### src/hw/rtl/serial_frame_builder_checksum_top_macros.svh
// ----------------------------------------------------------------------------
// Assertion macros for the serial frame builder
// Shared concurrent check forms, clocked on the rising edge, masked in reset.
// ----------------------------------------------------------------------------
`ifndef SERIAL_FRAME_BUILDER_CHECKSUM_TOP_MACROS_SVH
`define SERIAL_FRAME_BUILDER_CHECKSUM_TOP_MACROS_SVH

// same-cycle implication
`define SFBC_ASSERT_IMP(lbl, clk, rst, pre, post, msg) \
   lbl: assert property (@(posedge clk) disable iff (rst) (pre) |-> (post)) \
      else $error(msg);

// next-cycle implication
`define SFBC_ASSERT_NXT(lbl, clk, rst, pre, post, msg) \
   lbl: assert property (@(posedge clk) disable iff (rst) (pre) |=> (post)) \
      else $error(msg);

`endif

### src/hw/rtl/sfbc_pkg.sv
// ----------------------------------------------------------------------------
// sfbc_pkg
// Types and constants shared by the serial frame builder modules.
// ----------------------------------------------------------------------------
`default_nettype none

package sfbc_pkg;

   localparam logic [7:0] SYNC0_BYTE = 8'hAA;
   localparam logic [7:0] SYNC1_BYTE = 8'h55;
   localparam logic [7:0] CR_BYTE    = 8'h0D;
   localparam logic [7:0] LF_BYTE    = 8'h0A;

   // byte slots of a job, in emit order
   localparam int NUM_SLOTS = 8;
   localparam logic [2:0] SLOT_SYNC0 = 3'd0;
   localparam logic [2:0] SLOT_SYNC1 = 3'd1;
   localparam logic [2:0] SLOT_PORT  = 3'd2;
   localparam logic [2:0] SLOT_LEN   = 3'd3;
   localparam logic [2:0] SLOT_DATA  = 3'd4;
   localparam logic [2:0] SLOT_SUM   = 3'd5;
   localparam logic [2:0] SLOT_CR    = 3'd6;
   localparam logic [2:0] SLOT_LF    = 3'd7;

   // job queue between front and back
   localparam int QUEUE_DEPTH = 2;
   localparam int QPTR_W      = (QUEUE_DEPTH > 1) ? $clog2(QUEUE_DEPTH) : 1;
   localparam int QCNT_W      = $clog2(QUEUE_DEPTH + 1);

   typedef struct packed {
      logic [NUM_SLOTS-1:0] mask;     // one bit per byte slot to emit
      logic [2:0]           port;
      logic [7:0]           payload_len;
      logic [7:0]           data_byte;
      logic [7:0]           checksum;
   } job_type;

endpackage

`default_nettype wire

### src/hw/rtl/sfbc_if.sv
// ----------------------------------------------------------------------------
// sfbc request and response channels
// Valid/ready channel interfaces for input items and output bytes.
// ----------------------------------------------------------------------------
`default_nettype none

interface sfbc_req_if;
   logic       valid;
   logic       ready;
   logic       start_req;
   logic [2:0] port;
   logic [7:0] payload_len;
   logic       has_data;
   logic [7:0] data_byte;
   logic       last;

   modport source (output valid, start_req, port, payload_len, has_data, data_byte, last,
                   input ready);
   modport sink   (input valid, start_req, port, payload_len, has_data, data_byte, last,
                   output ready);
endinterface

interface sfbc_rsp_if;
   logic       valid;
   logic       ready;
   logic [7:0] out_byte;
   logic       run_last;
   logic       frame_end;

   modport source (output valid, out_byte, run_last, frame_end, input ready);
   modport sink   (input valid, out_byte, run_last, frame_end, output ready);
endinterface

`default_nettype wire

### src/hw/rtl/serial_frame_builder_checksum_top.sv
// ----------------------------------------------------------------------------
// serial_frame_builder_checksum_top
// Frames serial payload bytes as AA 55 port len payload checksum CR LF.
// ----------------------------------------------------------------------------
// Usage:
//   req_bus  : one beat per input item (start_req, port, payload_len,
//              has_data, data_byte, last). Accepted when valid && ready.
//   rsp_bus  : one beat per output byte; run_last marks the final byte of
//              an item, frame_end marks the closing LF of a frame.
//   Each item yields 0 to 8 output beats: header (4) when it opens a frame,
//   its payload byte, then checksum, CR, LF when it closes the frame.
//   Idle items (no start, no data, no last) are taken and give nothing.
//   An item's first byte passes the job queue, job register and output register.
//   Throughput: one output byte per cycle while the receiver keeps rsp_bus
//   ready high, set by the single byte sequencer, so a stream of mid-frame
//   payload bytes runs at one item per cycle.
//   Reset (synchronous): no frame open, checksum cleared, queue empty.
//   Output stall: the output register holds; the 2-deep job queue absorbs
//   items until full, then req_bus ready drops.
// ----------------------------------------------------------------------------
`default_nettype none

module serial_frame_builder_checksum_top import sfbc_pkg::*; (
   input  wire logic    clock,
   input  wire logic    reset,
   sfbc_req_if.sink     req_bus,
   sfbc_rsp_if.source   rsp_bus
);

   // front -> queue
   logic    q_push;
   job_type q_push_job;
   logic    q_full;

   // queue -> back
   logic    q_pop;
   logic    q_head_valid;
   job_type q_head_job;

   // front: classifies the item, keeps frame state and running checksum
   sfbc_front u_front (
      .clock  (clock),
      .reset  (reset),
      .req    (req_bus),
      .q_full (q_full),
      .push   (q_push),
      .job    (q_push_job)
   );

   // short job queue so front and back stall on their own
   sfbc_queue u_queue (
      .clock      (clock),
      .reset      (reset),
      .push       (q_push),
      .push_job   (q_push_job),
      .full       (q_full),
      .pop        (q_pop),
      .head_valid (q_head_valid),
      .head_job   (q_head_job)
   );

   // back: emits one framed byte per cycle through the output register while rsp is ready
   sfbc_back u_back (
      .clock      (clock),
      .reset      (reset),
      .head_valid (q_head_valid),
      .head_job   (q_head_job),
      .pop        (q_pop),
      .rsp        (rsp_bus)
   );

endmodule

`default_nettype wire

### src/hw/rtl/sfbc_front.sv
// ----------------------------------------------------------------------------
// sfbc_front
// Accepts items, tracks the open frame and its checksum, builds byte jobs.
// ----------------------------------------------------------------------------
`default_nettype none

module sfbc_front import sfbc_pkg::*; (
   input  wire logic    clock,
   input  wire logic    reset,
   sfbc_req_if.sink     req,
   input  wire logic    q_full,
   output logic         push,
   output job_type      job
);

   logic [7:0] sum_ff, sum_in;
   logic       open_ff, open_in;

   logic       accept;
   logic       start_eff;
   logic [7:0] hdr_sum;
   logic [7:0] base_sum;
   logic [7:0] cks;
   logic       emits;

   assign req.ready = !q_full;
   assign accept    = req.valid && !q_full;

   always_comb begin
      start_eff = req.start_req || (!open_ff && (req.has_data || req.last));
      hdr_sum   = SYNC0_BYTE + SYNC1_BYTE + {5'b0, req.port} + req.payload_len;
      base_sum  = start_eff ? hdr_sum : sum_ff;
      cks       = base_sum + (req.has_data ? req.data_byte : 8'h00);
      emits     = req.start_req || req.has_data || req.last;

      job.mask        = {{3{req.last}}, req.has_data, {4{start_eff}}};
      job.port        = req.port;
      job.payload_len = req.payload_len;
      job.data_byte   = req.data_byte;
      job.checksum    = cks;

      push = accept && emits;

      sum_in  = sum_ff;
      open_in = open_ff;
      if (accept && req.last) begin
         sum_in  = 8'h00;
         open_in = 1'b0;
      end else if (push) begin
         sum_in  = cks;
         open_in = 1'b1;
      end
   end

   always_ff @(posedge clock) begin
      if (reset) begin
         sum_ff  <= 8'h00;
         open_ff <= 1'b0;
      end else begin
         sum_ff  <= sum_in;
         open_ff <= open_in;
      end
   end

endmodule

`default_nettype wire

### src/hw/rtl/sfbc_queue.sv
// ----------------------------------------------------------------------------
// sfbc_queue
// Short job queue that decouples the front from the byte sequencer.
// ----------------------------------------------------------------------------
`default_nettype none

`include "serial_frame_builder_checksum_top_macros.svh"

module sfbc_queue import sfbc_pkg::*; (
   input  wire logic    clock,
   input  wire logic    reset,
   input  wire logic    push,
   input  wire job_type push_job,
   output logic         full,
   input  wire logic    pop,
   output logic         head_valid,
   output job_type      head_job
);

   job_type             slot_ff [QUEUE_DEPTH];
   logic [QPTR_W-1:0]   wr_ptr_ff, wr_ptr_in;
   logic [QPTR_W-1:0]   rd_ptr_ff, rd_ptr_in;
   logic [QCNT_W-1:0]   count_ff, count_in;

   function automatic logic [QPTR_W-1:0] ptr_next(input logic [QPTR_W-1:0] p);
      logic [QPTR_W-1:0] r;
      if (p == QPTR_W'(QUEUE_DEPTH - 1)) r = '0;
      else                               r = p + 1'b1;
      return r;
   endfunction

   assign full       = (count_ff == QCNT_W'(QUEUE_DEPTH));
   assign head_valid = (count_ff != '0);
   assign head_job   = slot_ff[rd_ptr_ff];

   always_comb begin
      wr_ptr_in = push ? ptr_next(wr_ptr_ff) : wr_ptr_ff;
      rd_ptr_in = pop  ? ptr_next(rd_ptr_ff) : rd_ptr_ff;
      count_in  = count_ff;
      if (push && !pop)      count_in = count_ff + 1'b1;
      else if (pop && !push) count_in = count_ff - 1'b1;
   end

   always_ff @(posedge clock) begin
      if (reset) begin
         wr_ptr_ff <= '0;
         rd_ptr_ff <= '0;
         count_ff  <= '0;
      end else begin
         wr_ptr_ff <= wr_ptr_in;
         rd_ptr_ff <= rd_ptr_in;
         count_ff  <= count_in;
      end
   end

   always_ff @(posedge clock) begin
      if (push) begin
         slot_ff[wr_ptr_ff] <= push_job;
      end
   end

   `SFBC_ASSERT_IMP(a_no_overflow, clock, reset, push, count_ff < QCNT_W'(QUEUE_DEPTH), "queue overflow")
   `SFBC_ASSERT_IMP(a_no_underflow, clock, reset, pop, count_ff != '0, "queue underflow")

endmodule

`default_nettype wire

### src/hw/rtl/sfbc_back.sv
// ----------------------------------------------------------------------------
// sfbc_back
// Byte sequencer: walks each job's slots and drives the output register.
// ----------------------------------------------------------------------------
`default_nettype none

`include "serial_frame_builder_checksum_top_macros.svh"

module sfbc_back import sfbc_pkg::*; (
   input  wire logic    clock,
   input  wire logic    reset,
   input  wire logic    head_valid,
   input  wire job_type head_job,
   output logic         pop,
   sfbc_rsp_if.source   rsp
);

   job_type              cur_ff, cur_in;
   logic                 cur_valid_ff, cur_valid_in;
   logic [NUM_SLOTS-1:0] rem_ff, rem_in;

   logic                 rsp_valid_ff, rsp_valid_in;
   logic [7:0]           byte_ff, byte_in;
   logic                 run_last_ff, run_last_in;
   logic                 frame_end_ff, frame_end_in;

   logic [2:0]           slot;
   logic [NUM_SLOTS-1:0] rem_clr;
   logic [7:0]           slot_byte;
   logic                 advance;
   logic                 fire;
   logic                 done;

   assign rsp.valid     = rsp_valid_ff;
   assign rsp.out_byte  = byte_ff;
   assign rsp.run_last  = run_last_ff;
   assign rsp.frame_end = frame_end_ff;

   always_comb begin
      // lowest pending slot goes out first
      slot = SLOT_LF;
      for (int i = NUM_SLOTS - 1; i >= 0; i--) begin
         if (rem_ff[i]) slot = 3'(i);
      end
      rem_clr = rem_ff & ~(NUM_SLOTS'(1) << slot);

      case (slot)
         SLOT_SYNC0: slot_byte = SYNC0_BYTE;
         SLOT_SYNC1: slot_byte = SYNC1_BYTE;
         SLOT_PORT:  slot_byte = {5'b0, cur_ff.port};
         SLOT_LEN:   slot_byte = cur_ff.payload_len;
         SLOT_DATA:  slot_byte = cur_ff.data_byte;
         SLOT_SUM:   slot_byte = cur_ff.checksum;
         SLOT_CR:    slot_byte = CR_BYTE;
         SLOT_LF:    slot_byte = LF_BYTE;
         default:    slot_byte = LF_BYTE;
      endcase

      advance = !rsp_valid_ff || rsp.ready;
      fire    = cur_valid_ff && advance;
      done    = fire && (rem_clr == '0);
      pop     = head_valid && (!cur_valid_ff || done);

      cur_in       = pop ? head_job : cur_ff;
      cur_valid_in = pop ? 1'b1 : (done ? 1'b0 : cur_valid_ff);
      rem_in       = pop ? head_job.mask : (fire ? rem_clr : rem_ff);

      rsp_valid_in = fire ? 1'b1 : (advance ? 1'b0 : rsp_valid_ff);
      byte_in      = fire ? slot_byte : byte_ff;
      run_last_in  = fire ? (rem_clr == '0) : run_last_ff;
      frame_end_in = fire ? (slot == SLOT_LF) : frame_end_ff;
   end

   always_ff @(posedge clock) begin
      if (reset) begin
         cur_valid_ff <= 1'b0;
         rem_ff       <= '0;
         rsp_valid_ff <= 1'b0;
      end else begin
         cur_valid_ff <= cur_valid_in;
         rem_ff       <= rem_in;
         rsp_valid_ff <= rsp_valid_in;
      end
   end

   always_ff @(posedge clock) begin
      cur_ff       <= cur_in;
      byte_ff      <= byte_in;
      run_last_ff  <= run_last_in;
      frame_end_ff <= frame_end_in;
   end

   `SFBC_ASSERT_IMP(a_end_closes_run, clock, reset, rsp_valid_ff && frame_end_ff, run_last_ff, "frame end without run end")
   `SFBC_ASSERT_IMP(a_end_is_lf, clock, reset, rsp_valid_ff && frame_end_ff, byte_ff == LF_BYTE, "frame end byte is not LF")
   `SFBC_ASSERT_IMP(a_job_nonempty, clock, reset, cur_valid_ff, rem_ff != '0, "active job has no bytes")

endmodule

`default_nettype wire

### src/flat_wrapper.sv
// flat-port wrapper written by rule: the top's interface ports become plain ports
module serial_frame_builder_checksum_top_flat import sfbc_pkg::*;
  (clock, reset, req_bus_valid, req_bus_start_req, req_bus_port, req_bus_payload_len, req_bus_has_data, req_bus_data_byte, req_bus_last, req_bus_ready, rsp_bus_valid, rsp_bus_out_byte, rsp_bus_run_last, rsp_bus_frame_end, rsp_bus_ready);
  sfbc_req_if req_bus_i ();
  sfbc_rsp_if rsp_bus_i ();
  input  wire logic clock;
  input  wire logic reset;
  input wire logic [$bits(req_bus_i.valid)-1:0] req_bus_valid;
  input wire logic [$bits(req_bus_i.start_req)-1:0] req_bus_start_req;
  input wire logic [$bits(req_bus_i.port)-1:0] req_bus_port;
  input wire logic [$bits(req_bus_i.payload_len)-1:0] req_bus_payload_len;
  input wire logic [$bits(req_bus_i.has_data)-1:0] req_bus_has_data;
  input wire logic [$bits(req_bus_i.data_byte)-1:0] req_bus_data_byte;
  input wire logic [$bits(req_bus_i.last)-1:0] req_bus_last;
  output wire logic [$bits(req_bus_i.ready)-1:0] req_bus_ready;
  output wire logic [$bits(rsp_bus_i.valid)-1:0] rsp_bus_valid;
  output wire logic [$bits(rsp_bus_i.out_byte)-1:0] rsp_bus_out_byte;
  output wire logic [$bits(rsp_bus_i.run_last)-1:0] rsp_bus_run_last;
  output wire logic [$bits(rsp_bus_i.frame_end)-1:0] rsp_bus_frame_end;
  input wire logic [$bits(rsp_bus_i.ready)-1:0] rsp_bus_ready;
  assign req_bus_i.valid = req_bus_valid;
  assign req_bus_i.start_req = req_bus_start_req;
  assign req_bus_i.port = req_bus_port;
  assign req_bus_i.payload_len = req_bus_payload_len;
  assign req_bus_i.has_data = req_bus_has_data;
  assign req_bus_i.data_byte = req_bus_data_byte;
  assign req_bus_i.last = req_bus_last;
  assign req_bus_ready = req_bus_i.ready;
  assign rsp_bus_valid = rsp_bus_i.valid;
  assign rsp_bus_out_byte = rsp_bus_i.out_byte;
  assign rsp_bus_run_last = rsp_bus_i.run_last;
  assign rsp_bus_frame_end = rsp_bus_i.frame_end;
  assign rsp_bus_i.ready = rsp_bus_ready;
  serial_frame_builder_checksum_top u_core (.clock(clock), .reset(reset), .req_bus(req_bus_i), .rsp_bus(rsp_bus_i));
endmodule
### config.mk
export PLATFORM = sky130hd
export DESIGN_NAME = serial_frame_builder_checksum_top_flat
export DESIGN_NICKNAME = d
export VERILOG_FILES = /design/src/hw/rtl/sfbc_pkg.sv /design/src/hw/rtl/sfbc_if.sv /design/src/hw/rtl/serial_frame_builder_checksum_top.sv /design/src/hw/rtl/sfbc_front.sv /design/src/hw/rtl/sfbc_queue.sv /design/src/hw/rtl/sfbc_back.sv /design/src/flat_wrapper.sv
export VERILOG_INCLUDE_DIRS = /design/src /design/src/hw/rtl
export SDC_FILE = /design/constraint.sdc
export NUM_CORES = 1
export LEC_CHECK = 0
export BUFFER_PORTS_ARGS = -buffer_cell sky130_fd_sc_hd__buf_2
export CELL_PAD_IN_SITES_DETAIL_PLACEMENT = 0
export CELL_PAD_IN_SITES_GLOBAL_PLACEMENT = 1
export CORE_UTILIZATION = 54
export DETAILED_ROUTE_END_ITERATION = 7
export PLACE_DENSITY = 0.95
export SLEW_MARGIN = 10
export SYNTH_ARGS = -nofsm -noshare
export SYNTH_HDL_FRONTEND = slang
export SYNTH_HIERARCHICAL = 1
export SYNTH_SLANG_ARGS = --single-unit
### constraint.sdc
create_clock -name clock -period 7.9 [get_ports clock]
set_input_delay 1.58 -clock clock [delete_from_list [all_inputs] [get_ports clock]]
set_output_delay 1.58 -clock clock [all_outputs]
set_load 0.05 [all_outputs]
== Word-level counts from Yosys, hierarchy flattened ==
Memories as Yosys holds them, arrays and structs flattened. A register that Yosys moved wholly into a read port is not among the register bits.
Index checks and enable logic that the tools add are counted.
Operators by class
  bitwise operators: 2
  multiplexer cells: 24
  reduce and logical (&&, ||, !) cells: 29
  shift-type cells: 1
  equality and inequality tests: 8
  $add $sub $neg: 7
Operator list (number)
  $pmux W8 S8: 1
  $mux W8: 4
  $mux W3: 6
  $add A8 B8 Y8: 2
  $eq A3 B3 Y1 const B: 4
  $mux W1: 11
  $reduce_bool A2 Y1: 5
  $logic_and A1 B1 Y1: 9
  $and A8 B8 Y8: 1
  $logic_not A8 Y1: 1
  $not A8 Y8: 1
  $shl A1 B3 Y8 const A: 1
  $eq A3 B2 Y1 const B: 2
  $logic_not A1 Y1: 6
  $logic_or A1 B1 Y1: 6
  $add A1 B4 Y5 const A: 1
  $mux W2: 2
  $eq A3 B1 Y1 const B: 1
  $logic_not A3 Y1: 1
  $add A1 B1 Y1 const B: 2
  $add A2 B1 Y2 const B: 1
  $eq A2 B2 Y1 const B: 1
  $reduce_or A2 Y1: 1
  $sub A2 B1 Y2 const B: 1
Word-level totals
  memories: 1
  output and inout port bits: 12
  bits in registers: 60
  input port bits: 26
  memory bits (writable): 70
  word-level logic and storage cells: 87
Memory list
  u_core.u_queue.slot_ff: words 2, width 35, rd ports 1, clocked after Yosys merged registers in 1, wr ports 1, RTL line sfbc_queue.sv:20  | job_type slot_ff [QUEUE_DEPTH];

== Depth between registers and ports, before layout ==
Gate-level depths: netlist of the first run.
  word-level depth: 17
  mapped depth: 18
  depth with buffers taken out: 18

== Cells and area by module ==
Netlist of the first run, hierarchy kept.
Modules (own cells, without submodules)
  sfbc_queue: times used 1, area each 2745.1 µm², cells each 131
  sfbc_back: times used 1, area each 2094.5 µm², cells each 161
  sfbc_front: times used 1, area each 1367.6 µm², cells each 178

== Worst setup path after synthesis of the first run ==
OpenSTA, ideal clock, no wires.
  path type: input to register
  start point: input port req_bus_port[0]
  end point: register u_core.u_front.sum_ff[7]
  cell stages on the path: 17
  data arrival time: 4.763 ns
  setup slack: 3.062 ns
  data required time: 7.825 ns
  cells stage by stage: inv_1 ha_1 ha_1 inv_1 ha_1 a21o_1 a21oi_1 o21bai_1 a21oi_1 xor2_1 o21ai_0 ha_1 or3_1 or4_4 and3_4 o31a_1 o22ai_1
Between the ends
  word-level cells in the longest chain between the ends: 4
RTL lines
  start, declared: RTL line flat_wrapper.sv:10  | input wire logic [$bits(req_bus_i.port)-1:0] req_bus_port;
  $add A1 B4 Y5: RTL line sfbc_front.sv:31  | hdr_sum = SYNC0_BYTE + SYNC1_BYTE + {5'b0, req.port} + req.payload_len;
  $add A8 B8 Y8: RTL line sfbc_front.sv:31
  $mux W8: RTL line sfbc_front.sv:32  | base_sum = start_eff ? hdr_sum : sum_ff;
  $add A8 B8 Y8: RTL line sfbc_front.sv:33  | cks = base_sum + (req.has_data ? req.data_byte : 8'h00);
  end signal, assigned: RTL line sfbc_front.sv:60  | sum_ff <= sum_in;
  end, declared: RTL line sfbc_front.sv:16  | logic [7:0] sum_ff, sum_in;
No other way between the ends.
A chain may end at the register's enable or synchronous reset.

== Worst setup path after layout of the first run ==
Same ends and word-level chain as after synthesis.

==> results of run 1 <==
-- worst min-delay path, stage by stage (launching register included) --
cell and delay [ps]:
dfxtp_1 310, nand2_1 50, a21oi_1 60
-- registers in the layout, summed over array words and instances, names as in the netlist, named ones only --
register and cells:
u_core/u_back/cur_valid_ff 1, u_core/u_front/sum_ff 8, u_core/u_queue/slot_ff 70, u_core/u_back/cur_ff 27
u_core/u_back/rem_ff 8, u_core/u_queue/wr_ptr_ff 1, u_core/u_queue/count_ff 2, u_core/u_back/rsp.valid 1
u_core/u_front/open_ff 1, u_core/u_back/rsp.run_last 1, u_core/u_back/rsp.frame_end 1, u_core/u_back/rsp.out_byte 8
u_core/u_queue/rd_ptr_ff 1
-- layer usage --
metal,track usage (%),part of all wire [%],vias up
met1,27.50,44,1818
met2,33.29,48,121
li1,-,-,1757
met3,6.037,5.3,26
met4,9.810,2.6,0
met5,0,0,-
-- synthesized netlist by cell type (5+ instances only) --
cell type	count	area, um^2
edfxtp_1	107	3213
mux2i_1	10	100.1
nor3_1	6	30.03
ha_1	17	212.7
o211ai_1	5	37.54
nand3_1	9	45.04
inv_1	16	60.06
dfxtp_1	24	480.5
xnor2_1	10	87.58
buf_4	27	202.7
o21ai_0	16	80.08
buf_6	9	101.4
nor2b_1	5	31.28
nor2_1	24	90.09
and2_2	7	52.55
nand2_1	37	138.9
mux2_2	37	416.7
a21oi_1	25	125.1
xor2_1	7	61.31
-- worst max path at each step --
stage	start	end	slack (ps)	cells after the start
after floorplan	req_bus_port[0]	u_core/u_front/sum_ff[7]$_SDFFE_PP0P_	3060	17
after global placement	req_bus_port[0]	u_core/u_front/sum_ff[7]$_SDFFE_PP0P_	2770	18
after detailed placement	req_bus_port[0]	u_core/u_front/sum_ff[7]$_SDFFE_PP0P_	2700	18
after CTS	req_bus_port[0]	u_core/u_front/sum_ff[7]$_SDFFE_PP0P_	2990	18
after global routing	req_bus_port[0]	u_core/u_front/sum_ff[7]$_SDFFE_PP0P_	2800	18
final	req_bus_port[0]	u_core/u_front/sum_ff[7]$_SDFFE_PP0P_	2950	18
-- area by class of cell --
class	count	area share (%)
sequential	131	54.23
multi-input combinational	280	31.05
clock buffer	18	6.302
timing repair buffer	40	3.050
tap	140	2.572
clock inverter	13	1.745
inverter	19	1.047
-- through the flow --
| stage | total power, uW | util (%) | area (um^2) |
|---|---|---|---|
| floorplan | 1855 | - | 6207 |
| global placement | 2007 | 56.77 | 6262 |
| detailed placement | 2038 | 56.77 | 6262 |
| CTS | 2767 | 61.74 | 6810 |
| global route | 2893 | 61.74 | 6810 |
| finish | 2760 | 61.74 | 6810 |
-- cells by family (layout without fill, tap and decap cells) --
group,after synthesis,count (layout),synth area share [%]
compound gates,86,86,9.999
xor+xnor,17,17,2.399
fa+ha+maj,19,19,4.072
buf+inv,59,90,6.470
flops,131,131,59.50
mux,47,47,8.325
simple gates,111,111,9.232
-- power by group --
group | switching [uW] | internal [uW] | total (uW)
Clock | 264 | 455 | 719
Sequential | 108 | 1020 | 1130
Combinational | 593 | 322 | 914
==> summary.md, run 1 <==
| Metric | Value |
|---|---|
| Setup Skew | 6.431 ps |
| Status | complete, no violations |
| Post-CTS Setup Bufs | 0 |
| Via density per instance | 5.807 |
| RSZ-0062 raised after global routing | false |
| DRT iter0 DRCs | 210 |
| Via Count | 3,722 |
| Antenna Nets Post-Route | 0 |
| Slowest stage delay, CP | 430 ps |
| Top_reg_cell synth | edfxtp_1 |
| RR Endpoint | u_core/u_queue/count_ff[1]$_SDFFE_PP0P_ |
| Buffers added on ports | 37 |
| Ys Warns | 6 |
| Reg area | 3694 um^2 |
| CTS root buf | clkbuf_16 |
| Cell total after placement | 610 |
| Fill cells | 837 |
| Register-to-register setup slack | 4650 ps |
| Pre-antenna DRT Iters | 7 |
| H-tree Lvls | 4 |
| TritonCTS buffer count | 17 |
| Post-synth ARST share | 0% |
| CP Class | input pin to flop |
| Final Non-Filler Cells | 641 |
| Crit end category | flop |
| Setup tns final | 0 ps |
| Die H | 109.2 um |
| Die area | 11,930 um^2 |
| Post-Place Worst Slack | 2699 ps |
| Setup WS post-layout | 2948 ps |
| CP max stage cell | or4_4 |
| GRT overflow | 0 |
| Ports | 38 |
| Hold crit path type | flop to flop |
| Row cnt | 38 |
| Share of cells above drive strength 1 | 25.75% |
| Multi-input gate area | 2115 um^2 |
| Leak pwr | 0.002520 uW |
| Commonest cells after routing, fill and taps aside | 107 x edfxtp_1, 37 x buf_2, 37 x nand2_1, 37 x mux2_2, 25 x a21oi_1 |
| Layout Nets | 534 |
| Post-synth cell types | 61 |
| DRC | 0 |
| Final HPWL DP | 7746 um |
| Post-synth EDFFs | 107 |
| Initial antenna violation count | 0 |
| Clk buf depth | 2 |
| Initial Util | 56.27% |
| Smallest hold slack | 463.4 ps |
| Fmax | 201.9 MHz |
| Worst Tran Pin Value | 967.3 ps |
| Rel. slew slack | 34.67% |
| CP Buf/Inv Count | 3 |
| Tmin final | 4952 ps |
| RR Startpoint | u_core/u_back/rem_ff[2]$_SDFFE_PP0P_ |
| Core region area | 11,030 um^2 |
| Synthesized flop and latch total | 131 |
| CTS Hold Bufs | 0 |
| Crit-path leading delay family | compound AO/OA/AOI/OAI gates |
| Commonest non-fill, non-tap cell in the layout | edfxtp_1 |
| WP data required | 8220 ps |
| CP Max Fanout | 4 |
| GRT Util Overall | 21.29% |
| Fin. max-slew vios | 0 |
| Chip width | 109.2 um |
| Setup crit start kind | input pin |
| R2r worst-path depth | 9 |
| P&R area growth vs syn | 9.716% |
| Worst hold path stage count | 2 |
| Synth Cell Area | 6207 um^2 |
| Cell Pwr Density | 405.2 nW/um^2 |
| Maximum vdd drop | 0.0002587 V |
| Fin. Hold Viols | 0 |
| Fin crit share | 62.68% |
| First-pass GRT wire length | 18,320 um |
| ANT cells | 0 |
| Cell seen most often among critical-path stages | ha_1 |
| Worst-Skew Late Latency | 410 ps |
| Sequential share of the synthesized area | 59.50% |
| Post-Syn Area per Cell | 13.21 um^2 |
| Worst-path cell chain | buf_2 -> inv_1 -> ha_1 -> ha_1 -> inv_1 -> ha_1 -> a21o_1 -> a21oi_1 -> o21bai_1 -> a21oi_1 -> xor2_1 -> o21ai_0 -> ha_1 -> or3_1 -> or4_4 -> and3_4 -> o31a_1 -> o22ai_1 |
| Cells after Synth | 470 |
| Vias in the first global route | 3,601 |
| Setup violators final | 0 |
| TritonCTS clock tree | done |
| GP Congestion | 0.9133 |
| PostCTS Resize Cnt | 0 |
| Routed WL | 11,630 um |
| Max Cap Viol | 0 |
| Reg clk slew, reported paths | 60 ps |
| Largest net degree at the start of global routing | 36 |
| Hold_sp | u_core/u_front/sum_ff[5]$_SDFFE_PP0P_ |
| Worst EP arrival | 5270 ps |
| Net Count, Synth | 515 |
| Post-DR wirelength/cell | 18.14 um |
| Min-Delay Endpoint | u_core/u_front/sum_ff[5]$_SDFFE_PP0P_ |
| Clk sinks | 131 |
(Power assumes the default switching activity.)
==> run 2: changes to the inputs <==
CORE_UTILIZATION = 51   (was 54)
PLACE_DENSITY = 0.91   (was 0.95)
clock period = 4.9 ns   (was 7.9 ns; I/O delays follow)
==> run 2 against run 1 <==
- largest power group unchanged
- wire length shrank 1.4%
- critical endpoint unchanged
- worst setup slack got worse by 2300 ps
- design area grew 1.0%
- worst hold slack worse by 3.5 ps
- sequential power up 60%
- the run now ends with design-rule violations left
- sequential share of layout area fell by 0.56 points
- clock skew up 7.6 ps
- via count decreased by 1.9%
- largest cell class unchanged
- highest routed layer unchanged
==> summary.md, run 2 (same netlist as run 1, synthesis figures left out) <==
| Metric | Value |
|---|---|
| Worst-path cell chain | buf_2 -> inv_1 -> ha_1 -> ha_1 -> inv_1 -> ha_1 -> a21o_1 -> a21oi_1 -> o21bai_1 -> a21oi_1 -> xor2_1 -> o21ai_0 -> ha_1 -> or3_1 -> or4_4 -> and3_4 -> o31a_1 -> o22ai_1 |
| Initial Util | 53.22% |
| Rel. slew slack | 35.86% |
| Smallest hold slack | 459.9 ps |
| R2r worst-path depth | 9 |
| Initial antenna violation count | 0 |
| Chip width | 112.3 um |
| CP Class | input pin to flop |
| Largest register FFs | 70 |
| First-pass GRT wire length | 18,390 um |
| Die area | 12,620 um^2 |
| Row cnt | 39 |
| Fmax | 235.3 MHz |
| Setup tns final | 0 ps |
| Switching Power | 1561 uW |
| Via Count | 3,652 |
| CP max stage cell | or4_4 |
| Post-CTS Setup Bufs | 0 |
| Maximum vdd drop | 0.0003651 V |
| Pre-antenna DRT Iters | 6 |
| Routed WL | 11,460 um |
| Die H | 112.3 um |
| P&R area growth vs syn | 10.86% |
| Max Cap Viol | 0 |
| Final HPWL DP | 7998 um |
| Largest net degree at the start of global routing | 31 |
| Via density per instance | 5.662 |
| Slowest stage delay, CP | 430 ps |
| Setup WS post-layout | 649.9 ps |
| Post-DR wirelength/cell | 17.77 um |
| GRT Util Overall | 19.56% |
| CTS Hold Bufs | 0 |
| Worst Tran Pin Value | 949.7 ps |
| Layout Nets | 534 |
| Worst EP arrival | 4570 ps |
| Hold crit path type | flop to flop |
| Worst hold path stage count | 2 |
| Crit end category | flop |
| Share of cells above drive strength 1 | 26.49% |
| DRC | 2 |
| CP Max Fanout | 4 |
| Setup violators final | 0 |
| DRT iter0 DRCs | 194 |
| Most flops, register | u_core/u_queue/slot_ff |
| Fin. Hold Viols | 0 |
| Post-layout util | 59.01% |
| Buffers added on ports | 37 |
| PostCTS Resize Cnt | 0 |
| GP Congestion | 0.9048 |
| Vias in the first global route | 3,658 |
| Ports | 38 |
| Clk buf depth | 2 |
| Status | complete, but fails checks |
| Leak pwr | 0.002545 uW |
| Switch share | 34.22% |
| WP data required | 5220 ps |
| Finished Cell Area | 6882 um^2 |
| RSZ-0062 raised after global routing | false |
| H-tree Lvls | 4 |
| TritonCTS buffer count | 17 |
| Clock share of power | 28.3% |
| Tmin final | 4250 ps |
| Antenna Nets Post-Route | 0 |
| Failing checks | design-rule violations |
| Core region area | 11,660 um^2 |
| Setup crit start kind | input pin |
| Internal power | 3001 uW |
| Reg clk slew, reported paths | 50 ps |
| Fin. max-slew vios | 0 |
| Commonest cells after routing, fill and taps aside | 107 x edfxtp_1, 37 x buf_2, 37 x nand2_1, 37 x mux2_2, 25 x a21oi_1 |
| Cell seen most often among critical-path stages | ha_1 |
| Clk sinks | 131 |
| Logic pwr share | 31.9% |
| ANT cells | 0 |
| DP Area | 6266 um^2 |
| Post-Place Worst Slack | 272.4 ps |
| Commonest non-fill, non-tap cell in the layout | edfxtp_1 |
| GRT overflow | 0 |
| Worst-Skew Late Latency | 410 ps |
| TritonCTS clock tree | done |
| Cell Pwr Density | 663.1 nW/um^2 |
| Sequential share of power | 39.8% |
| CTS root buf | clkbuf_16 |
| Largest regs | u_core/u_queue/slot_ff (70), u_core/u_back/cur_ff (27) |
| Setup Skew | 14.01 ps |
| Fin crit share | 86.74% |
==> run 2: cell types whose count changed in the layout (fill, tap and decap cells not counted) <==
cell and delta:
bufinv_16 +2, clkinv_1 -2, clkinvlp_4 +2, clkbuf_1 -1
clkinv_2 -1, clkinv_4 +1
==> run 2: cell type report <==
class	instances	area [um^2]
clock buffers	17	425.4
clock inverters	15	190.2
fillers	889	4781
inverters	19	71.32
multi-input cells	280	2115
flip-flops and latches	131	3694
well taps	143	178.9
repair buffers	40	207.7
==> run 2: metrics by stage <==
step	total power [uW]	instances
2_1_floorplan	2990	470
3_3_place_gp	3213	613
3_5_place_dp	3272	613
4_1_cts	4578	645
5_1_grt	4780	645
6_report	4563	645
==> run 2: worst paths after layout <==
kind	start	slack (ps)	end
max	req_bus_port[0]	650	u_core/u_front/sum_ff[7]$_SDFFE_PP0P_
min	u_core/u_front/sum_ff[4]$_SDFFE_PP0P_	460	u_core/u_front/sum_ff[4]$_SDFFE_PP0P_
max reg2reg	u_core/u_back/rem_ff[2]$_SDFFE_PP0P_	1610	u_core/u_queue/count_ff[1]$_SDFFE_PP0P_
min reg2reg	u_core/u_front/sum_ff[4]$_SDFFE_PP0P_	460	u_core/u_front/sum_ff[4]$_SDFFE_PP0P_
==> run 2: routing by layer <==
metal  wire, um  vias to the layer above  part of all wire [%]  global-route usage, %
met5          0                        -                     0                      0
li1           -                     1755                     -                      -
met2       5656                      115                    49                  32.46
met3        476                       14                   4.2                  5.022
met1       5193                     1768                    45                  24.53
met4        136                        0                   1.2                  8.089
==> run 2: power by group through the flow <==
stage | Sequential (uW) | Clock, uW | Combinational, uW
final | 1810 | 1290 | 1460
after global routing | 1850 | 1360 | 1580
after CTS | 1810 | 1310 | 1450
after detailed placement | 1830 | 0 | 1440
after global placement | 1820 | 0 | 1390
after floorplan | 1900 | 0 | 1090
==> run 2: critical path: cells and delay by family <==
| family | cells | cell delay, ps |
|---|---|---|
| compound gates | 7 | 1240 |
| xor+xnor | 1 | 150 |
| fa+ha+maj | 4 | 1030 |
| buf+inv | 3 | 210 |
| simple gates | 3 | 970 |
